$ cat config.mk
export PLATFORM = sky130hd
export DESIGN_NAME = can_tx_priority_queue
export DESIGN_NICKNAME = d
export VERILOG_FILES = /design/src/sv/ctpq_pkg.sv /design/src/sv/can_tx_priority_queue.sv /design/src/sv/ctpq_ctrl.sv /design/src/sv/ctpq_dp.sv
export SDC_FILE = /design/constraint.sdc
export NUM_CORES = 2
export LEC_CHECK = 0
export ABC_AREA = 1
export BUFFER_PORTS_ARGS = -buffer_cell sky130_fd_sc_hd__buf_2
export CAP_MARGIN = 20
export CORE_ASPECT_RATIO = 1.75
export CORE_MARGIN = 2
export CORE_UTILIZATION = 50
export CTS_CLUSTER_SIZE = 14
export DETAILED_ROUTE_END_ITERATION = 12
export HOLD_SLACK_MARGIN = 0.02
export PLACE_DENSITY_LB_ADDON = 0.08
export SLEW_MARGIN = 15
export SYNTH_ARGS = -nofsm -noshare
export SYNTH_HDL_FRONTEND = slang
export SYNTH_SLANG_ARGS = --single-unit
export TNS_END_PERCENT = 20
$ cat constraint.sdc
create_clock -name clk -period 7.84 [get_ports clk]
set_input_delay 0.392 -clock clk [delete_from_list [all_inputs] [get_ports clk]]
set_output_delay 0.392 -clock clk [all_outputs]
set_load 0.05 [all_outputs]
$ cat src/sv/ctpq_pkg.sv
`timescale 1ns / 1ps
package ctpq_pkg;
  localparam int SLOT_COUNT_D    = 16;
  localparam int QUEUE_COUNT_D   = 4;
  localparam int CHANNEL_COUNT_D = 2;

  localparam logic [1:0] OP_REQ     = 2'd0;
  localparam logic [1:0] OP_CONFIRM = 2'd1;
  localparam logic [1:0] OP_CLEAR   = 2'd2;

  localparam logic [1:0] MB_FREE = 2'd0;
  localparam logic [1:0] MB_BUSY = 2'd1;

  localparam logic [2:0] ST_FORWARDED  = 3'd0;
  localparam logic [2:0] ST_QUEUED     = 3'd1;
  localparam logic [2:0] ST_OVERWRITE  = 3'd2;
  localparam logic [2:0] ST_OFFLINE    = 3'd3;
  localparam logic [2:0] ST_DRV_ERROR  = 3'd4;
  localparam logic [2:0] ST_CONFIRMED  = 3'd5;
  localparam logic [2:0] ST_IGNORED    = 3'd6;
  localparam logic [2:0] ST_CLEARED    = 3'd7;

  typedef enum logic [2:0] {
    S_IDLE, S_DECODE, S_WALK, S_LINK, S_CLEAR, S_OUT
  } ctl_state_t;

  typedef struct packed {
    logic load;      // capture input beat
    logic walk_init; // start insertion walk at queue head
    logic walk_step; // advance one link
    logic do_link;   // splice new entry in
    logic clr_init;
    logic clr_step;
    logic fin;       // write result register
  } dp_cmd_t;

  typedef struct packed {
    logic walk_done;
    logic clr_done;
    logic need_walk;  // decode: request to be buffered
    logic need_clear; // decode: valid clear op
  } dp_sts_t;
endpackage

$ cat src/sv/can_tx_priority_queue.sv
`timescale 1ns / 1ps
// CAN transmit priority buffer: one buffer per slot, buffered slots linked in
// ascending id order per hardware queue. One result beat per input beat. A
// request that is buffered walks its queue one link a cycle, then is linked in;
// a clear sweeps every slot; other ops go from decode straight to the output
// handoff, which waits for out_tready. One op is in flight at a time.
module can_tx_priority_queue
  import ctpq_pkg::*;
#(
  parameter int SLOT_COUNT    = SLOT_COUNT_D,
  parameter int QUEUE_COUNT   = QUEUE_COUNT_D,
  parameter int CHANNEL_COUNT = CHANNEL_COUNT_D
) (
  input  logic         clk,
  input  logic         rst_n,
  input  logic         in_tvalid,
  output logic         in_tready,
  // opcode[1:0] pdu_slot[5:2] target_queue[7:6] channel[8] can_id[40:9]
  // length[44:41] payload[108:45] zero[111:109]
  input  logic [111:0] in_tdata,
  // channel_started[0] tx_online[1] confirm_enabled[2] mailbox_state[4:3]
  input  logic [4:0]   in_tuser,
  output logic         out_tvalid,
  input  logic         out_tready,
  // status[2:0] send_valid[3] send_slot[7:4] send_id[39:8] send_length[43:40]
  // send_payload[107:44] zero[111:108]
  output logic [111:0] out_tdata
);
  dp_cmd_t cmd;
  dp_sts_t sts;
  logic [107:0] res;

  ctpq_ctrl u_ctrl (
    .clk, .rst_n, .in_tvalid, .in_tready, .out_tvalid, .out_tready, .sts, .cmd
  );

  ctpq_dp #(
    .SLOT_COUNT(SLOT_COUNT), .QUEUE_COUNT(QUEUE_COUNT), .CHANNEL_COUNT(CHANNEL_COUNT)
  ) u_dp (
    .clk, .rst_n, .in_data(in_tdata), .in_flags(in_tuser), .cmd, .sts, .res_data(res)
  );

  assign out_tdata = {4'd0, res};

  a_one_cmd: assert property (@(posedge clk) disable iff (!rst_n)
    !(cmd.walk_step && cmd.do_link)) else $error("walk and link together");
  a_no_accept_busy: assert property (@(posedge clk) disable iff (!rst_n)
    out_tvalid |-> !in_tready) else $error("accept while result pending");
  a_fin_then_out: assert property (@(posedge clk) disable iff (!rst_n)
    cmd.fin |=> out_tvalid) else $error("result not shown");
endmodule

$ cat src/sv/ctpq_ctrl.sv
`timescale 1ns / 1ps
module ctpq_ctrl
  import ctpq_pkg::*;
(
  input  logic    clk,
  input  logic    rst_n,
  input  logic    in_tvalid,
  output logic    in_tready,
  output logic    out_tvalid,
  input  logic    out_tready,
  input  dp_sts_t sts,
  output dp_cmd_t cmd
);
  ctl_state_t state_r, state_nxt;

  always_ff @(posedge clk) begin
    if (!rst_n) state_r <= S_IDLE;
    else        state_r <= state_nxt;
  end

  always_comb begin
    state_nxt  = state_r;
    cmd        = '0;
    in_tready  = 1'b0;
    out_tvalid = 1'b0;
    case (state_r)
      S_IDLE: begin
        in_tready = 1'b1;
        if (in_tvalid) begin
          cmd.load  = 1'b1;
          state_nxt = S_DECODE;
        end
      end
      S_DECODE: begin
        if (sts.need_walk) begin
          cmd.walk_init = 1'b1;
          state_nxt     = S_WALK;
        end else if (sts.need_clear) begin
          cmd.clr_init = 1'b1;
          state_nxt    = S_CLEAR;
        end else begin
          cmd.fin   = 1'b1;
          state_nxt = S_OUT;
        end
      end
      S_WALK: begin
        if (sts.walk_done) state_nxt = S_LINK;
        else               cmd.walk_step = 1'b1;
      end
      S_LINK: begin
        cmd.do_link = 1'b1;
        cmd.fin     = 1'b1;
        state_nxt   = S_OUT;
      end
      S_CLEAR: begin
        cmd.clr_step = 1'b1;
        if (sts.clr_done) begin
          cmd.fin   = 1'b1;
          state_nxt = S_OUT;
        end
      end
      S_OUT: begin
        out_tvalid = 1'b1;
        if (out_tready) state_nxt = S_IDLE;
      end
      default: state_nxt = S_IDLE;
    endcase
  end
endmodule

$ cat src/sv/ctpq_dp.sv
`timescale 1ns / 1ps
module ctpq_dp
  import ctpq_pkg::*;
#(
  parameter int SLOT_COUNT    = SLOT_COUNT_D,
  parameter int QUEUE_COUNT   = QUEUE_COUNT_D,
  parameter int CHANNEL_COUNT = CHANNEL_COUNT_D
) (
  input  logic          clk,
  input  logic          rst_n,
  input  logic [111:0]  in_data,
  input  logic [4:0]    in_flags,
  input  dp_cmd_t       cmd,
  output dp_sts_t       sts,
  output logic [107:0]  res_data
);
  localparam int SW = (SLOT_COUNT > 1) ? $clog2(SLOT_COUNT) : 1;
  localparam int QW = (QUEUE_COUNT > 1) ? $clog2(QUEUE_COUNT) : 1;
  localparam int CW = (CHANNEL_COUNT > 1) ? $clog2(CHANNEL_COUNT) : 1;
  localparam int LW = SW + 1;
  localparam logic [LW-1:0] EMPTY = LW'(SLOT_COUNT);

  logic [1:0]  op_r;
  logic [3:0]  slot_in_r;
  logic [1:0]  q_in_r;
  logic        ch_in_r;
  logic [31:0] id_r;
  logic [3:0]  len_r;
  logic [63:0] data_r;
  logic        started_r, online_r, confirm_r;
  logic [1:0]  mbox_r;

  logic [SLOT_COUNT-1:0] full_r;
  logic [3:0]    slen_m  [SLOT_COUNT];
  logic [63:0]   spay_m  [SLOT_COUNT];
  logic [31:0]   sid_m   [SLOT_COUNT];
  logic [QW-1:0] sq_m    [SLOT_COUNT];
  logic [CW-1:0] sch_m   [SLOT_COUNT];
  logic [LW-1:0] slink_m [SLOT_COUNT];
  logic [LW-1:0] head_r  [QUEUE_COUNT];

  logic [LW-1:0] prev_r, cur_r;
  logic [LW:0]   steps_r;
  logic [SW-1:0] clr_idx_r;
  logic [107:0]  res_r;
  logic [107:0]  res_nxt;

  logic [3:0]  len_in;
  logic [63:0] data_in;
  always_comb begin
    len_in = (in_data[44:41] > 4'd8) ? 4'd8 : in_data[44:41];
    for (int b = 0; b < 8; b++)
      data_in[b*8 +: 8] = (4'(b) < len_in) ? in_data[45 + b*8 +: 8] : 8'h00;
  end

  logic range_ok;
  logic [SW-1:0] s_idx;
  logic [QW-1:0] q_idx;
  logic [CW-1:0] c_idx;
  assign range_ok = (32'(slot_in_r) < SLOT_COUNT) && (32'(q_in_r) < QUEUE_COUNT)
                    && (32'(ch_in_r) < CHANNEL_COUNT);
  assign s_idx = SW'(slot_in_r);
  assign q_idx = QW'(q_in_r);
  assign c_idx = CW'(ch_in_r);

  logic is_req_buf;
  assign is_req_buf = (op_r == OP_REQ) && range_ok && started_r && online_r
                      && !full_r[s_idx] && (mbox_r == MB_BUSY);
  assign sts.need_walk  = is_req_buf;
  assign sts.need_clear = (op_r == OP_CLEAR) && (32'(ch_in_r) < CHANNEL_COUNT);
  assign sts.walk_done  = (cur_r >= EMPTY) || (32'(steps_r) >= SLOT_COUNT)
                          || (sid_m[SW'(cur_r)] > id_r);
  assign sts.clr_done   = (32'(clr_idx_r) == SLOT_COUNT - 1);

  logic [LW-1:0] h_sel;
  logic          h_ok;
  assign h_sel = head_r[q_idx];
  assign h_ok  = h_sel < EMPTY;

  always_ff @(posedge clk) begin
    if (cmd.load) begin
      op_r      <= in_data[1:0];
      slot_in_r <= in_data[5:2];
      q_in_r    <= in_data[7:6];
      ch_in_r   <= in_data[8];
      id_r      <= in_data[40:9];
      len_r     <= len_in;
      data_r    <= data_in;
      started_r <= in_flags[0];
      online_r  <= in_flags[1];
      confirm_r <= in_flags[2];
      mbox_r    <= in_flags[4:3];
    end
    if (cmd.walk_init) begin
      prev_r  <= EMPTY;
      cur_r   <= head_r[q_idx];
      steps_r <= '0;
    end
    if (cmd.walk_step) begin
      prev_r  <= cur_r;
      cur_r   <= slink_m[SW'(cur_r)];
      steps_r <= steps_r + 1'b1;
    end
    if (cmd.clr_init) clr_idx_r <= '0;
    else if (cmd.clr_step) clr_idx_r <= clr_idx_r + 1'b1;
    if (cmd.fin && op_r == OP_REQ && range_ok && started_r && online_r
        && full_r[s_idx]) begin
      slen_m[s_idx] <= len_r;
      spay_m[s_idx] <= data_r;
    end
    if (cmd.do_link) begin
      slen_m[s_idx]  <= len_r;
      spay_m[s_idx]  <= data_r;
      sid_m[s_idx]   <= id_r;
      sq_m[s_idx]    <= q_idx;
      sch_m[s_idx]   <= c_idx;
      slink_m[s_idx] <= (cur_r >= EMPTY) ? EMPTY : cur_r;
      if (prev_r < EMPTY) slink_m[SW'(prev_r)] <= LW'(s_idx);
    end
    if (cmd.fin) res_r <= res_nxt;
  end

  // control state: valid bits and queue heads
  always_ff @(posedge clk) begin
    if (!rst_n) begin
      full_r <= '0;
      for (int i = 0; i < QUEUE_COUNT; i++) head_r[i] <= EMPTY;
    end else begin
      if (cmd.do_link) begin
        full_r[s_idx] <= 1'b1;
        if (prev_r >= EMPTY) head_r[q_idx] <= LW'(s_idx);
      end
      if (cmd.fin && op_r == OP_CONFIRM && range_ok && confirm_r) begin
        if (h_ok) begin
          full_r[SW'(h_sel)] <= 1'b0;
          head_r[q_idx] <= (slink_m[SW'(h_sel)] < EMPTY) ? slink_m[SW'(h_sel)] : EMPTY;
        end else head_r[q_idx] <= EMPTY;
      end
      if (cmd.clr_step && full_r[clr_idx_r] && sch_m[clr_idx_r] == c_idx) begin
        full_r[clr_idx_r] <= 1'b0;
        if (32'(sq_m[clr_idx_r]) < QUEUE_COUNT) head_r[sq_m[clr_idx_r]] <= EMPTY;
      end
    end
  end

  // result: {payload, length, id, slot, valid, status}
  always_comb begin
    res_nxt = '0;
    case (op_r)
      OP_REQ: begin
        if (!range_ok)                  res_nxt[2:0] = ST_IGNORED;
        else if (!started_r || !online_r) res_nxt[2:0] = ST_OFFLINE;
        else if (full_r[s_idx])         res_nxt[2:0] = ST_OVERWRITE;
        else if (mbox_r == MB_FREE)
          res_nxt = {data_r, len_r, id_r, slot_in_r, 1'b1, ST_FORWARDED};
        else if (mbox_r != MB_BUSY)     res_nxt[2:0] = ST_DRV_ERROR;
        else                            res_nxt[2:0] = ST_QUEUED;
      end
      OP_CONFIRM: begin
        if (!range_ok || !confirm_r) res_nxt[2:0] = ST_IGNORED;
        else if (!h_ok)              res_nxt[2:0] = ST_CONFIRMED;
        else res_nxt = {spay_m[SW'(h_sel)], slen_m[SW'(h_sel)], sid_m[SW'(h_sel)],
                        4'(h_sel), 1'b1, ST_CONFIRMED};
      end
      OP_CLEAR: res_nxt[2:0] = (32'(ch_in_r) < CHANNEL_COUNT) ? ST_CLEARED : ST_IGNORED;
      default:  res_nxt[2:0] = ST_IGNORED;
    endcase
  end

  assign res_data = res_r;
endmodule
==> summary.txt <==
Post-synthesis cell count -> 6729
Worst Setup Start Kind -> flip-flop
Worst slew pin tran -> 1160 ps
P&R area growth vs syn -> 11.7%
1st-pass router iterations -> 8
Commonest non-fill, non-tap cell in the layout -> edfxtp_1
Die span in y -> 549 um
CP most frequent cell -> nand2_1
Fillers -> 13700
Register share of total power -> 44.1%
TritonCTS Buffers -> 190
Die W -> 315 um
Async SR Flop Fraction -> 0%
Yosys reg bits -> 2019
Status -> completed
Remaining antenna violation count -> 0
Commonest non-fill, non-tap cells in the layout -> edfxtp_1, nor3_1, nand2_1
Power per cell area -> 324 nW/um^2
Final hold violation count -> 0
Reg2Reg Setup Slack -> 2400 ps
Layout cells sized above 1 -> 9.38%
Clock power share -> 27.9%
Worst Hold Launch -> in_tdata[41]
Peak VDD IR -> 0.289 mV
Crit path buffers/inverters -> 2
Worst r2r path cells -> 13
Fin util -> 56.3%
Yosys warnings -> 0
Gpl congestion -> 0.967
Setup crit end kind -> flip-flop
Initial core utilization -> 50.4%
CP peak stage delay -> 960 ps
Num ports -> 235
Max-Cap Viols -> 0
Total GRT Usage -> 29.9%
Initial DRC count -> 6180
Critical Path RT -> 8250 ps
CTS root buf -> clkbuf_16
Number of H-tree levels -> 4
Max FO, Critical Path -> 84
CP Cell Sequence -> buf_12 > mux2i_1 > o21ai_0 > o221ai_1 > nand2_1 > ha_1 > nand2_1 > nor4_1 > nand3_1 > nand2_1 > nand2_1 > buf_4 > nand2_1
Final setup TNS -> 0 ps
Clock Skew -> 63.8 ps
First-pass GRT wire length -> 379000 um
Wire per inst -> 28.6 um
Largest net degree at the start of global routing -> 144
Max Buffers Root-to-Sink -> 4
RSZ-0062 raised after global routing -> no
Routed via count -> 58400
CTS sink count -> 2019
Hold endpoint -> u_dp.data_r[5]$_SDFFCE_PP0P_
Register area share after synthesis -> 70.7%
Switch Pwr -> 11.2 mW
CP max stage cell -> dfxtp_4
Hold Path Depth -> 3
Synthesized cell area -> 84800 um^2
Leak pwr -> 32.3 nW
Vias in the first global route -> 57000
Combinational power share -> 28.1%
Clock-pin slew on the worst setup and hold paths -> 60 ps
Port-buffer cells -> 227
Final period util -> 69.4%
Library cells used by synthesis -> 49
Initial antenna violation count -> 4
Routed vias/inst -> 6.31
Main synth FF type -> edfxtp_1
Die ar. -> 173000 um^2
Core Box Area -> 168000 um^2
Pins Over Slew Limit -> 0
Reg2reg end -> u_dp.steps_r[3]$_SDFFCE_PP0P_
CTS resizes -> 0
CTS tree -> done
Minimum clock period -> 5440 ps
Dpl hpwl -> 135000 um
Max-slew headroom -> 23.0%
Family with the most delay on the worst path -> simple AND/OR/NAND/NOR gates
Congestion Overflow GR -> 0
Drt drc -> 0
# rows -> 199
Final net count -> 7071
Arrival time of the worst setup path -> 5850 ps
Switching share of power -> 36.3%
Worst skew pair latency -> 840 ps
Final setup violation count -> 0
Syn Area/Cell -> 12.6 um^2
Number of flops mapped to enable cells by yosys -> 1950
Max Freq -> 184 MHz
Hold crit path type -> input port to flip-flop
P_int -> 19.6 mW
WS Path Type -> flip-flop to flip-flop
Total wire length -> 264000 um
-- flip-flops by register name, indices dropped and copies added, names as in the netlist, 2 cells and up, named ones only --
| name | cells |
|---|---|
| u_ctrl.state_r | 3 |
| u_dp.clr_idx_r | 4 |
| u_dp.cur_r | 5 |
| u_dp.data_r | 64 |
| u_dp.full_r | 16 |
| u_dp.head_r | 20 |
| u_dp.id_r | 32 |
| u_dp.len_r | 4 |
| u_dp.mbox_r | 2 |
| u_dp.op_r | 2 |
| u_dp.prev_r | 5 |
| u_dp.q_idx | 2 |
| u_dp.res_data | 108 |
| u_dp.s_idx | 4 |
| u_dp.sch_m | 16 |
| u_dp.sid_m | 512 |
| u_dp.slen_m | 64 |
| u_dp.slink_m | 80 |
| u_dp.spay_m | 1024 |
| u_dp.sq_m | 32 |
| u_dp.steps_r | 6 |
-- cells by family (layout without fill, tap and decap cells) --
logic type	count (synthesis)	count (layout)	synth area share, %
other	1	7	0.00442
AND/OR/NAND/NOR	1837	1837	9.79
AO/OA/AOI/OAI	1669	1669	12.1
multiplexers	140	140	1.65
adder cells (fa/ha/maj)	41	41	0.605
XOR/XNOR	4	4	0.0413
flip-flops	2019	2019	70.7
buffers and inverters	1018	1322	5.10
-- area by class of cell --
class | count | area, um^2 | share of cell area [%]
inverter | 544 | 2110 | 2.22
antenna | 2 | 5.00 | 0.00529
clock inverter | 72 | 459 | 0.485
multi-input combinational | 3696 | 20800 | 22.0
tap | 2211 | 2770 | 2.92
sequential | 2019 | 59900 | 63.3
timing repair buffer | 458 | 3490 | 3.69
clock buffer | 248 | 5050 | 5.33
-- per-stage QoR --
stage	std cells	area, um^2	setup WS (ps)	hold WS (ps)	power [mW]
floorplan	6733	84800	1950	433	19.3
global placement	8813	88000	2570	452	22.2
detailed placement	8815	88000	2560	453	22.3
CTS	9248	94700	2530	29.8	30.8
global route	9249	94700	2120	88.2	31.8
finish	9250	94700	2400	59.9	30.7
-- Yosys cell counts, drive strengths merged, types with 69 or more instances --
cell type | instances | share of area [%]
mux2i | 140 | 1.7
nor2 | 224 | 1.0
clkbuf | 194 | 0.86
a21oi | 314 | 1.9
inv | 541 | 2.4
o21ai | 525 | 3.1
edfxtp | 1950 | 69
dfxtp | 69 | 1.6
nand2 | 597 | 2.7
nor3 | 860 | 5.1
o221ai | 240 | 2.5
o22ai | 397 | 2.9
nand3 | 143 | 0.91
o31ai | 91 | 0.81
buf | 280 | 1.8
-- power by group through the flow --
stage	Clock (mW)	Sequential, mW	Combinational [mW]
detailed placement	0	13.7	8.51
global route	9.03	13.6	9.18
finish	8.56	13.5	8.62
CTS	8.67	13.5	8.58
floorplan	0	14.0	5.33
global placement	0	13.7	8.47
-- tightest hold or removal path: stages --
cell and delay [ps]:
buf_2 120, nor3_2 80, nor2_1 150
-- per-layer routing --
metal,GRT usage [%],wire [um],up-vias
li1,-,-,25700
met1,37.0,100000,29300
met2,51.9,133000,2710
met3,3.56,18000,664
met4,14.2,13300,0
met5,0,0,-
-- repair_timing --
action                                  4_1_cts  5_1_grt
endpoints found under the hold margin       114        0
buffers inserted                              0        0
endpoints found under the setup margin        0        0
hold buffers                                113        0
-- worst max-delay path by stage --
stage,endpoint,depth (start not counted)
after floorplan,u_dp.slen_m[0][0]$_DFFE_PP_,16
after global placement,u_dp.prev_r[2]$_SDFFCE_PP0P_,13
after detailed placement,flip-flop,18
after CTS,flip-flop,18
after global routing,flip-flop,18
final,u_dp.steps_r[3]$_SDFFCE_PP0P_,13
Note: power is estimated with default switching activity, not from simulation.
